## config.mk

```make
export PLATFORM = sky130hd
export DESIGN_NAME = keyed_timeout_table_core
export DESIGN_NICKNAME = d
export VERILOG_FILES = /design/src/rtl/ktt_pkg.sv /design/src/rtl/ktt_entry_ram.sv /design/src/rtl/keyed_timeout_table_core.sv
export VERILOG_INCLUDE_DIRS = /design/src /design/src/rtl
export SDC_FILE = /design/constraint.sdc
export NUM_CORES = 2
export LEC_CHECK = 0
export BUFFER_PORTS_ARGS = -buffer_cell sky130_fd_sc_hd__buf_2
export CAP_MARGIN = 20
export CORE_MARGIN = 2
export CORE_UTILIZATION = 45
export CTS_CLUSTER_SIZE = 30
export DETAILED_ROUTE_END_ITERATION = 16
export PLACE_DENSITY_LB_ADDON = 0.25
export RECOVER_POWER = 25
export SKIP_LAST_GASP = 1
export SLEW_MARGIN = 10
export SYNTH_ARGS = -nofsm -noshare
export SYNTH_HDL_FRONTEND = slang
export SYNTH_SLANG_ARGS = --single-unit
```

## constraint.sdc

```tcl
create_clock -name clk -period 6.82 [get_ports clk]
set_clock_uncertainty 0.15 [all_clocks]
set_input_delay 0.341 -clock clk [delete_from_list [all_inputs] [get_ports clk]]
set_output_delay 0.341 -clock clk [all_outputs]
set_load 0.01 [all_outputs]
```

## src/rtl/keyed_timeout_table_core_assert.svh

```systemverilog
// Assertion macros used by the keyed timeout table core.
`ifndef KEYED_TIMEOUT_TABLE_CORE_ASSERT_SVH
`define KEYED_TIMEOUT_TABLE_CORE_ASSERT_SVH
`ifndef SYNTHESIS
// Checked on the rising clock edge, switched off while reset is applied.
`define KTT_ASSERT(label, clk, rst_n, prop, msg) \
    label: assert property (@(posedge clk) disable iff (!rst_n) prop) else $error(msg);
// Checked on every rising clock edge, reset included.
`define KTT_ASSERT_ALWAYS(label, clk, prop, msg) \
    label: assert property (@(posedge clk) prop) else $error(msg);
`else
`define KTT_ASSERT(label, clk, rst_n, prop, msg)
`define KTT_ASSERT_ALWAYS(label, clk, prop, msg)
`endif
`endif

```

## src/rtl/ktt_pkg.sv

```systemverilog
// Types and constants of the keyed timeout table.
package ktt_pkg;

    localparam int DEPTH_DEFAULT = 32;
    localparam int CMD_W         = 3;
    localparam int KEY_W         = 64;
    localparam int STAMP_W       = 32;
    localparam int TIMEOUT_W     = 16;
    localparam int KIND_W        = 2;

    localparam logic [TIMEOUT_W-1:0] TIMEOUT_RESET = 16'd30;

    localparam logic [CMD_W-1:0] CMD_ADD     = 3'd0;
    localparam logic [CMD_W-1:0] CMD_REFRESH = 3'd1;
    localparam logic [CMD_W-1:0] CMD_REMOVE  = 3'd2;
    localparam logic [CMD_W-1:0] CMD_CLEAR   = 3'd3;
    localparam logic [CMD_W-1:0] CMD_TICK    = 3'd4;
    localparam logic [CMD_W-1:0] CMD_CHECK   = 3'd5;

    localparam logic [KIND_W-1:0] EV_TIMEOUT = 2'd0;
    localparam logic [KIND_W-1:0] EV_FULL    = 2'd1;
    localparam logic [KIND_W-1:0] EV_MISSING = 2'd2;

    typedef enum logic [1:0] {
        ST_IDLE,
        ST_SCAN,
        ST_DONE
    } state_t;

    // Strobes from the controller to the entry memory.
    typedef struct packed {
        logic rd_en;
        logic wr_key_en;
        logic wr_stamp_en;
    } ram_ctl_t;

endpackage

```

## src/rtl/ktt_entry_ram.sv

```systemverilog
// Entry memory of the keyed timeout table: stored keys and stamps.
module ktt_entry_ram #(
    parameter int DEPTH  = ktt_pkg::DEPTH_DEFAULT,
    parameter int ADDR_W = (DEPTH > 1) ? $clog2(DEPTH) : 1
) (
    input  logic                         clk,
    input  ktt_pkg::ram_ctl_t            ctl,
    input  logic [ADDR_W-1:0]            rd_addr,
    input  logic [ADDR_W-1:0]            wr_addr,
    input  logic [ktt_pkg::KEY_W-1:0]    wr_key,
    input  logic [ktt_pkg::STAMP_W-1:0]  wr_stamp,
    output logic [ktt_pkg::KEY_W-1:0]    rd_key,
    output logic [ktt_pkg::STAMP_W-1:0]  rd_stamp
);

    logic [ktt_pkg::KEY_W-1:0]   key_mem   [DEPTH];
    logic [ktt_pkg::STAMP_W-1:0] stamp_mem [DEPTH];

    // Keys and stamps share one address; each half has its own write strobe.
    always_ff @(posedge clk)
    begin
        if (ctl.wr_key_en)
        begin
            key_mem[wr_addr] <= wr_key;
        end
        if (ctl.wr_stamp_en)
        begin
            stamp_mem[wr_addr] <= wr_stamp;
        end
    end

    always_ff @(posedge clk)
    begin
        if (ctl.rd_en)
        begin
            rd_key   <= key_mem[rd_addr];
            rd_stamp <= stamp_mem[rd_addr];
        end
    end

endmodule

```

## src/rtl/keyed_timeout_table_core.sv

```systemverilog
// Top level of the keyed timeout table: command decode, scan control and result output.
//
// The keyed timeout table holds up to DEPTH 64-bit keys, each stamped with the
// second at which it was last seen, and keeps its own seconds counter that
// advances by one on every tick command. A command word is taken at a rising
// clock edge where start is high and busy is low. Tick and clear finish in the
// cycle they are taken and leave busy low. Add, refresh, remove and check
// each hold busy high for a scan: the entry memory has one read port, so the
// scan reads one slot per cycle, then the compare stage drains and the done
// state of the controller writes the table back. Codes 6 and 7
// are taken and ignored. Results leave on event_kind, event_key and
// last_of_run, each word valid for exactly one cycle while result_valid is
// high; the receiver cannot hold results off, so it must take every word in
// that cycle. A check returns one timed-out word per expired entry in slot
// order, and the last of them carries last_of_run. A full-table add and a
// refresh of a missing key return a single word with last_of_run set. The
// timeout register is written through cfg_wr_en and cfg_wr_data and should
// only be changed while busy is low; the host is expected to issue a check
// about every five seconds, though the block does not rely on that.
module keyed_timeout_table_core #(
    parameter int DEPTH = ktt_pkg::DEPTH_DEFAULT
) (
    input  logic                           clk,
    input  logic                           rst_n,
    input  logic                           start,
    output logic                           busy,
    input  logic [ktt_pkg::CMD_W-1:0]      command,
    input  logic [ktt_pkg::KEY_W-1:0]      entry_key,
    input  logic                           cfg_wr_en,
    input  logic [ktt_pkg::TIMEOUT_W-1:0]  cfg_wr_data,
    output logic                           result_valid,
    output logic [ktt_pkg::KIND_W-1:0]     event_kind,
    output logic [ktt_pkg::KEY_W-1:0]      event_key,
    output logic                           last_of_run
);

    `include "keyed_timeout_table_core_assert.svh"

    localparam int IDX_W = (DEPTH > 1) ? $clog2(DEPTH) : 1;
    localparam int CNT_W = $clog2(DEPTH + 1);
    localparam logic [IDX_W-1:0] LAST_IDX = IDX_W'(DEPTH - 1);
    localparam logic [CNT_W-1:0] CNT_END  = CNT_W'(DEPTH);

    // Controller state.
    ktt_pkg::state_t state_reg, state_next;

    // Command latched for the duration of a scan.
    logic [ktt_pkg::CMD_W-1:0] cmd_reg, cmd_next;
    logic [ktt_pkg::KEY_W-1:0] key_reg, key_next;

    // Table bookkeeping kept in flip-flops.
    logic [DEPTH-1:0]              valid_reg, valid_next;
    logic [ktt_pkg::STAMP_W-1:0]   seconds_reg, seconds_next;
    logic [ktt_pkg::TIMEOUT_W-1:0] timeout_reg, timeout_next;

    // Scan pipeline: issue counter and the compare stage behind the memory read.
    logic [CNT_W-1:0] issue_cnt_reg, issue_cnt_next;
    logic             cmp_vld_reg, cmp_vld_next;
    logic [IDX_W-1:0] cmp_idx_reg, cmp_idx_next;

    // Results of the search.
    logic             hit_found_reg, hit_found_next;
    logic [IDX_W-1:0] hit_idx_reg, hit_idx_next;
    logic             free_found_reg, free_found_next;
    logic [IDX_W-1:0] free_idx_reg, free_idx_next;

    // An expired entry waits here until the scan shows whether it is the last.
    logic                      pend_vld_reg, pend_vld_next;
    logic [ktt_pkg::KEY_W-1:0] pend_key_reg, pend_key_next;

    // Registered result word.
    logic                       res_vld_reg, res_vld_next;
    logic [ktt_pkg::KIND_W-1:0] res_kind_reg, res_kind_next;
    logic [ktt_pkg::KEY_W-1:0]  res_key_reg, res_key_next;
    logic                       res_last_reg, res_last_next;

    // Memory interface.
    ktt_pkg::ram_ctl_t           ram_ctl;
    logic [IDX_W-1:0]            wr_addr;
    logic [ktt_pkg::KEY_W-1:0]   rd_key;
    logic [ktt_pkg::STAMP_W-1:0] rd_stamp;

    // Compare-stage decisions.
    logic                        accept;
    logic                        slot_valid;
    logic [ktt_pkg::STAMP_W-1:0] age;
    logic                        is_hit;
    logic                        is_free;
    logic                        is_expired;
    logic                        scan_end;
    logic                        add_write;
    logic                        refresh_write;

    assign accept     = start && !busy;
    assign slot_valid = valid_reg[cmp_idx_reg];
    assign age        = seconds_reg - rd_stamp;
    assign is_hit     = cmp_vld_reg && slot_valid && (rd_key == key_reg);
    assign is_free    = cmp_vld_reg && !slot_valid;
    assign is_expired = cmp_vld_reg && slot_valid && (cmd_reg == ktt_pkg::CMD_CHECK)
                        && (age > {{(ktt_pkg::STAMP_W - ktt_pkg::TIMEOUT_W){1'b0}}, timeout_reg});
    assign scan_end   = cmp_vld_reg && (cmp_idx_reg == LAST_IDX);

    // An add writes only a key that is absent and only when a slot is free.
    assign add_write     = (state_reg == ktt_pkg::ST_DONE) && (cmd_reg == ktt_pkg::CMD_ADD)
                           && !hit_found_reg && free_found_reg;
    assign refresh_write = (state_reg == ktt_pkg::ST_DONE) && (cmd_reg == ktt_pkg::CMD_REFRESH)
                           && hit_found_reg;
    assign wr_addr       = (cmd_reg == ktt_pkg::CMD_ADD) ? free_idx_reg : hit_idx_reg;

    ktt_entry_ram #(
        .DEPTH  (DEPTH),
        .ADDR_W (IDX_W)
    ) u_entry_ram (
        .clk      (clk),
        .ctl      (ram_ctl),
        .rd_addr  (issue_cnt_reg[IDX_W-1:0]),
        .wr_addr  (wr_addr),
        .wr_key   (key_reg),
        .wr_stamp (seconds_reg),
        .rd_key   (rd_key),
        .rd_stamp (rd_stamp)
    );

    // Next state of the controller.
    always_comb
    begin
        state_next = state_reg;
        unique case (state_reg)
            ktt_pkg::ST_IDLE:
            begin
                if (accept && (command == ktt_pkg::CMD_ADD || command == ktt_pkg::CMD_REFRESH
                               || command == ktt_pkg::CMD_REMOVE
                               || command == ktt_pkg::CMD_CHECK))
                begin
                    state_next = ktt_pkg::ST_SCAN;
                end
            end
            ktt_pkg::ST_SCAN:
            begin
                if (scan_end)
                begin
                    state_next = ktt_pkg::ST_DONE;
                end
            end
            ktt_pkg::ST_DONE:
            begin
                state_next = ktt_pkg::ST_IDLE;
            end
            default:
            begin
                state_next = ktt_pkg::ST_IDLE;
            end
        endcase
    end

    // Controller outputs.
    always_comb
    begin
        busy              = (state_reg != ktt_pkg::ST_IDLE);
        ram_ctl.rd_en     = (state_reg == ktt_pkg::ST_SCAN) && (issue_cnt_reg < CNT_END);
        ram_ctl.wr_key_en = add_write;
        ram_ctl.wr_stamp_en = add_write || refresh_write;
    end

    // Datapath next values.
    always_comb
    begin
        cmd_next        = cmd_reg;
        key_next        = key_reg;
        valid_next      = valid_reg;
        seconds_next    = seconds_reg;
        timeout_next    = timeout_reg;
        issue_cnt_next  = issue_cnt_reg;
        cmp_vld_next    = 1'b0;
        cmp_idx_next    = cmp_idx_reg;
        hit_found_next  = hit_found_reg;
        hit_idx_next    = hit_idx_reg;
        free_found_next = free_found_reg;
        free_idx_next   = free_idx_reg;
        pend_vld_next   = pend_vld_reg;
        pend_key_next   = pend_key_reg;
        res_vld_next    = 1'b0;
        res_kind_next   = res_kind_reg;
        res_key_next    = res_key_reg;
        res_last_next   = res_last_reg;

        if (cfg_wr_en)
        begin
            timeout_next = cfg_wr_data;
        end

        unique case (state_reg)
            ktt_pkg::ST_IDLE:
            begin
                if (accept)
                begin
                    cmd_next        = command;
                    key_next        = entry_key;
                    issue_cnt_next  = '0;
                    hit_found_next  = 1'b0;
                    free_found_next = 1'b0;
                    pend_vld_next   = 1'b0;
                    unique case (command)
                        ktt_pkg::CMD_CLEAR:
                        begin
                            valid_next = '0;
                        end
                        ktt_pkg::CMD_TICK:
                        begin
                            seconds_next = seconds_reg + 1'b1;
                        end
                        default:
                        begin
                        end
                    endcase
                end
            end
            ktt_pkg::ST_SCAN:
            begin
                if (ram_ctl.rd_en)
                begin
                    issue_cnt_next = issue_cnt_reg + 1'b1;
                    cmp_vld_next   = 1'b1;
                    cmp_idx_next   = issue_cnt_reg[IDX_W-1:0];
                end
                if (is_hit && !hit_found_reg)
                begin
                    hit_found_next = 1'b1;
                    hit_idx_next   = cmp_idx_reg;
                end
                if (is_free && !free_found_reg)
                begin
                    free_found_next = 1'b1;
                    free_idx_next   = cmp_idx_reg;
                end
                // A newly expired entry pushes out the one before it, which
                // is then known not to be the last of the run.
                if (is_expired)
                begin
                    valid_next[cmp_idx_reg] = 1'b0;
                    pend_vld_next = 1'b1;
                    pend_key_next = rd_key;
                    if (pend_vld_reg)
                    begin
                        res_vld_next  = 1'b1;
                        res_kind_next = ktt_pkg::EV_TIMEOUT;
                        res_key_next  = pend_key_reg;
                        res_last_next = 1'b0;
                    end
                end
            end
            ktt_pkg::ST_DONE:
            begin
                unique case (cmd_reg)
                    ktt_pkg::CMD_ADD:
                    begin
                        if (!hit_found_reg)
                        begin
                            if (free_found_reg)
                            begin
                                valid_next[free_idx_reg] = 1'b1;
                            end
                            else
                            begin
                                res_vld_next  = 1'b1;
                                res_kind_next = ktt_pkg::EV_FULL;
                                res_key_next  = key_reg;
                                res_last_next = 1'b1;
                            end
                        end
                    end
                    ktt_pkg::CMD_REFRESH:
                    begin
                        if (!hit_found_reg)
                        begin
                            res_vld_next  = 1'b1;
                            res_kind_next = ktt_pkg::EV_MISSING;
                            res_key_next  = key_reg;
                            res_last_next = 1'b1;
                        end
                    end
                    ktt_pkg::CMD_REMOVE:
                    begin
                        if (hit_found_reg)
                        begin
                            valid_next[hit_idx_reg] = 1'b0;
                        end
                    end
                    ktt_pkg::CMD_CHECK:
                    begin
                        if (pend_vld_reg)
                        begin
                            res_vld_next  = 1'b1;
                            res_kind_next = ktt_pkg::EV_TIMEOUT;
                            res_key_next  = pend_key_reg;
                            res_last_next = 1'b1;
                        end
                        pend_vld_next = 1'b0;
                    end
                    default:
                    begin
                    end
                endcase
            end
            default:
            begin
            end
        endcase
    end

    // Control registers.
    always_ff @(posedge clk or negedge rst_n)
    begin
        if (!rst_n)
        begin
            state_reg      <= ktt_pkg::ST_IDLE;
            valid_reg      <= '0;
            seconds_reg    <= '0;
            timeout_reg    <= ktt_pkg::TIMEOUT_RESET;
            issue_cnt_reg  <= '0;
            cmp_vld_reg    <= 1'b0;
            hit_found_reg  <= 1'b0;
            free_found_reg <= 1'b0;
            pend_vld_reg   <= 1'b0;
            res_vld_reg    <= 1'b0;
        end
        else
        begin
            state_reg      <= state_next;
            valid_reg      <= valid_next;
            seconds_reg    <= seconds_next;
            timeout_reg    <= timeout_next;
            issue_cnt_reg  <= issue_cnt_next;
            cmp_vld_reg    <= cmp_vld_next;
            hit_found_reg  <= hit_found_next;
            free_found_reg <= free_found_next;
            pend_vld_reg   <= pend_vld_next;
            res_vld_reg    <= res_vld_next;
        end
    end

    // Payload registers.
    always_ff @(posedge clk)
    begin
        cmd_reg       <= cmd_next;
        key_reg       <= key_next;
        cmp_idx_reg   <= cmp_idx_next;
        hit_idx_reg   <= hit_idx_next;
        free_idx_reg  <= free_idx_next;
        pend_key_reg  <= pend_key_next;
        res_kind_reg  <= res_kind_next;
        res_key_reg   <= res_key_next;
        res_last_reg  <= res_last_next;
    end

    assign result_valid = res_vld_reg;
    assign event_kind   = res_kind_reg;
    assign event_key    = res_key_reg;
    assign last_of_run  = res_last_reg;

    // The compare stage only ever holds a slot while a scan is running.
    `KTT_ASSERT_ALWAYS(a_idle_pipe_empty, clk, !busy |-> !cmp_vld_reg, "compare stage busy while idle")
    // The last word of a run is never followed at once by another word.
    `KTT_ASSERT(a_last_then_gap, clk, rst_n, result_valid && last_of_run |=> !result_valid, "word right after last of run")
    // Full-table and missing-key words stand alone.
    `KTT_ASSERT(a_single_event_last, clk, rst_n, result_valid && event_kind != ktt_pkg::EV_TIMEOUT |-> last_of_run, "single event word without last flag")
    // A check starts a scan.
    `KTT_ASSERT(a_check_scans, clk, rst_n, start && !busy && command == ktt_pkg::CMD_CHECK |=> busy, "check did not start a scan")
    // The memory is never read and written in the same cycle.
    `KTT_ASSERT(a_ram_no_overlap, clk, rst_n, ram_ctl.rd_en |-> !ram_ctl.wr_stamp_en, "entry memory read and written together")

endmodule

```

==> flow_summary.ini <==
[synth]
async_flop_share_pct = 2.68
synth_top_area_share_pct = 74.6
yosys-top-cells-count = edfxtp_1 (3381), mux4_2 (968), clkbuf_1 (230)
ys_ff_latch = 3474
ys_types = 83
syn_avg_cell_area_um2 = 22.1
synth_area_um2 = 136000
yosysWarningCount = 0
yosysTopAreaCell = edfxtp_1
yosysMostFrequentCell = edfxtp_1
synth_nets = 6286
synth-edff-count = 3381
synth_cells = 6144
synthFlopType = edfxtp_1
ys_seq_area_share_pct = 76.3
synth.area.top_cells = edfxtp_1 (75%), mux4_2 (16%), dfrtp_1 (1.6%), mux2_2 (0.82%), clkbuf_1 (0.63%)

[setup_path]
critPathBufInv = 3
r2r-start = seconds_reg[14]$_DFFE_PN0P_
r2r_slack_ns = 0.92
cp-start-kind = register
worst_r2r_endpoint = pend_key_reg[14]$_DFFE_PP_
worst_r2r_path_depth = 13
path_cells = clkbuf_1, ha_1, and4_4, and4_4, a221o_1, a211o_4, a211oi_2, xnor2_1, nor4_4, buf_4, nand4_2, and3_4, buf_4
worstSetupStartpoint = seconds_reg[14]$_DFFE_PN0P_
worstSetupPathType = register to register
worstPathRequired_ns = 7.20
end_kind = register
crit_family = buffers and inverters
max_stage_delay_ns = 1.09
worstPathArrival_ns = 6.28
slowest_stage = clkbuf_1
critPathMaxFanout = 45

[detailed_routing]
dr_total_vias = 67267
drt_iter0_drc = 8715
drc_errors = 0
firstDrtPassIters = 6
wl_per_cell_um = 32.5
postRouteAntennaNets = 0
detail_route.vias_per_cell = 6.12
drt-total-wl_um = 357000

[final_layout]
fillers = 23153
utilization_pct = 52.1
drive_above_1_share_pct = 28.2
multi_input_area_um2 = 31100
largest_register_ffs = 2048
synthToLayoutAreaGrowth_pct = 15.0
top_register = u_entry_ram.key_mem
seq_area_um2 = 104000
largestRegisters = u_entry_ram.key_mem (2048), u_entry_ram.stamp_mem (1024)
layout.cells.non_filler = 10997
nets = 6895
final_cell_area_um2 = 156000

[min_path]
hold_end = key_reg[8]$_DFFE_PP_
worstHoldPathCells = 2
hp-start = entry_key[8]
hp-class = input pin to register

[cts]
cts_buffer_depth = 4
cts_setup_buffers = 0
postCtsHoldBufs = 174
cts_buffers = 353
cts-resized-gates = 0
cts_tree = done
ctsHtreeMaxLevel = 5
clk_latency_ns = 0.93
cts_root_buf = clkbuf_16
cts.sinks = 3474
clk_pin_slew_ns = 0.06

[sta]
fin_tns_setup_ns = 0
setup_viol = 0
finalHoldViolCount = 0
fin_ws_ns = 0.917
max-slew-margin-rel_pct = -42.5
rsz0062_at_grt = no
final_max_slew_viol_count = 851
post-route-period-util_pct = 86.6
fmax_mhz = 169
worst_slew_pin_slew_ns = 2.14
period_needed_ns = 5.90

[pwr]
p_leak_uw = 0.0488
max-vdd-ir-drop_mv = 0.275
p_per_area_nw_per_um2 = 361

[run]
drv_cap = 25

[placement]
dp_cells = 10173
dpl.hpwl_um = 188000
gp_congestion = 0.858
port_buffers = 155
preCtsSetupSlack_ns = 1.26
place_area_um2 = 143000

[global_routing]
grt_pass1_wl_um = 504000
grtUsageTotal_pct = 23.0
antenna_found_initial = 10
overflow = 0
grt_pass1_vias = 67893
grt_max_degree = 121

[floorplanning]
dieArea_um2 = 307000
die_y_um = 554
num_rows = 201
ios = 156
die_x_um = 554
core_region_area_um2 = 300000
start_util_pct = 45.3

[run_status]
violations = max-capacitance violations, max-slew violations
status = finished with violations
[where the power goes]
group	internal (uW)	switching [uW]	leakage [uW]	total [uW]
Clock	10800	8220	0.00548	19000
Sequential	24900	998	0.0321	25900
Combinational	5270	6240	0.0112	11500
Total	41000	15500	0.0488	56400
[layout by cell type, fill, tap and decap left out, types with 38 or more instances in the layout]
| master | instances |
|---|---|
| nor2_4 | 66 |
| or3_1 | 38 |
| xor2_1 | 50 |
| nor2_1 | 112 |
| dlygate4sd3_1 | 173 |
| buf_4 | 125 |
| ha_1 | 54 |
| buf_2 | 129 |
| edfxtp_1 | 3381 |
| mux2_2 | 99 |
| clkbuf_16 | 356 |
| clkinv_2 | 58 |
| clkbuf_1 | 161 |
| buf_12 | 49 |
| a21oi_1 | 146 |
| o21ai_0 | 117 |
| mux2i_1 | 65 |
| inv_1 | 81 |
| mux4_2 | 968 |
| clkinv_1 | 73 |
| dfrtp_1 | 83 |
| o22ai_1 | 41 |
| xnor2_1 | 48 |
| nand2_1 | 99 |
[worst reg2reg max path, delay by kind of cell (launching register included)]
family,cells,cell delay (ns)
AO/OA/AOI/OAI,3,0.83
AND/OR/NAND/NOR,5,1.37
adder cells (fa/ha/maj),1,0.51
flip-flops,1,0.32
XOR/XNOR,1,0.20
buffers and inverters,3,2.13
[worst max-delay path by stage]
stage	end	slack, ns	cells after the start
2_1_floorplan	cmp_vld_reg$_DFF_PN0_	0.61	6
3_3_place_gp	pend_key_reg[25]$_DFFE_PP_	1.29	17
3_5_place_dp	pend_key_reg[17]$_DFFE_PP_	1.26	17
4_1_cts	pend_key_reg[40]$_DFFE_PP_	1.23	17
5_1_grt	pend_key_reg[37]$_DFFE_PP_	0.61	13
6_report	pend_key_reg[14]$_DFFE_PP_	0.92	13
[cell families after synthesis]
group                      Yosys count  share of synthesized area (%)
and+or+nand+nor                    525                           1.97
DFF                               3474                           76.3
buffers and inverters              397                           1.16
AOI/OAI and AO/OA                  462                           2.04
adders and majority gates           55                          0.511
xor gates and xnor gates            98                          0.631
muxes                             1133                           17.3
[area by class of cell]
class                      instances  area share [%]
timing repair buffer             569            3.07
clock buffer                     437            5.92
inverter                          82           0.200
clock inverter                   200            1.30
sequential                      3474            66.4
antenna                            4         0.00640
multi-input combinational       2273            19.9
tap                             3958            3.17
[metal layers]
layer  track usage (%)  wire length, um  up-vias
met3              3.34            28100      534
li1                  -                -    27154
met1              33.2           147000    36447
met2              36.9           172000     3132
met4              6.30             9800        0
met5                 0                0        -
[per-stage QoR]
| step | power, uW | hold slack [ns] |
|---|---|---|
| 5_1_grt | 58300 | 0.0641 |
| 3_5_place_dp | 37800 | 0.231 |
| 6_report | 56400 | 0.0682 |
| 2_1_floorplan | 34000 | -0.105 |
| 3_3_place_gp | 37700 | 0.217 |
| 4_1_cts | 56700 | 0.00179 |
Power figures use the tool's default switching activity.
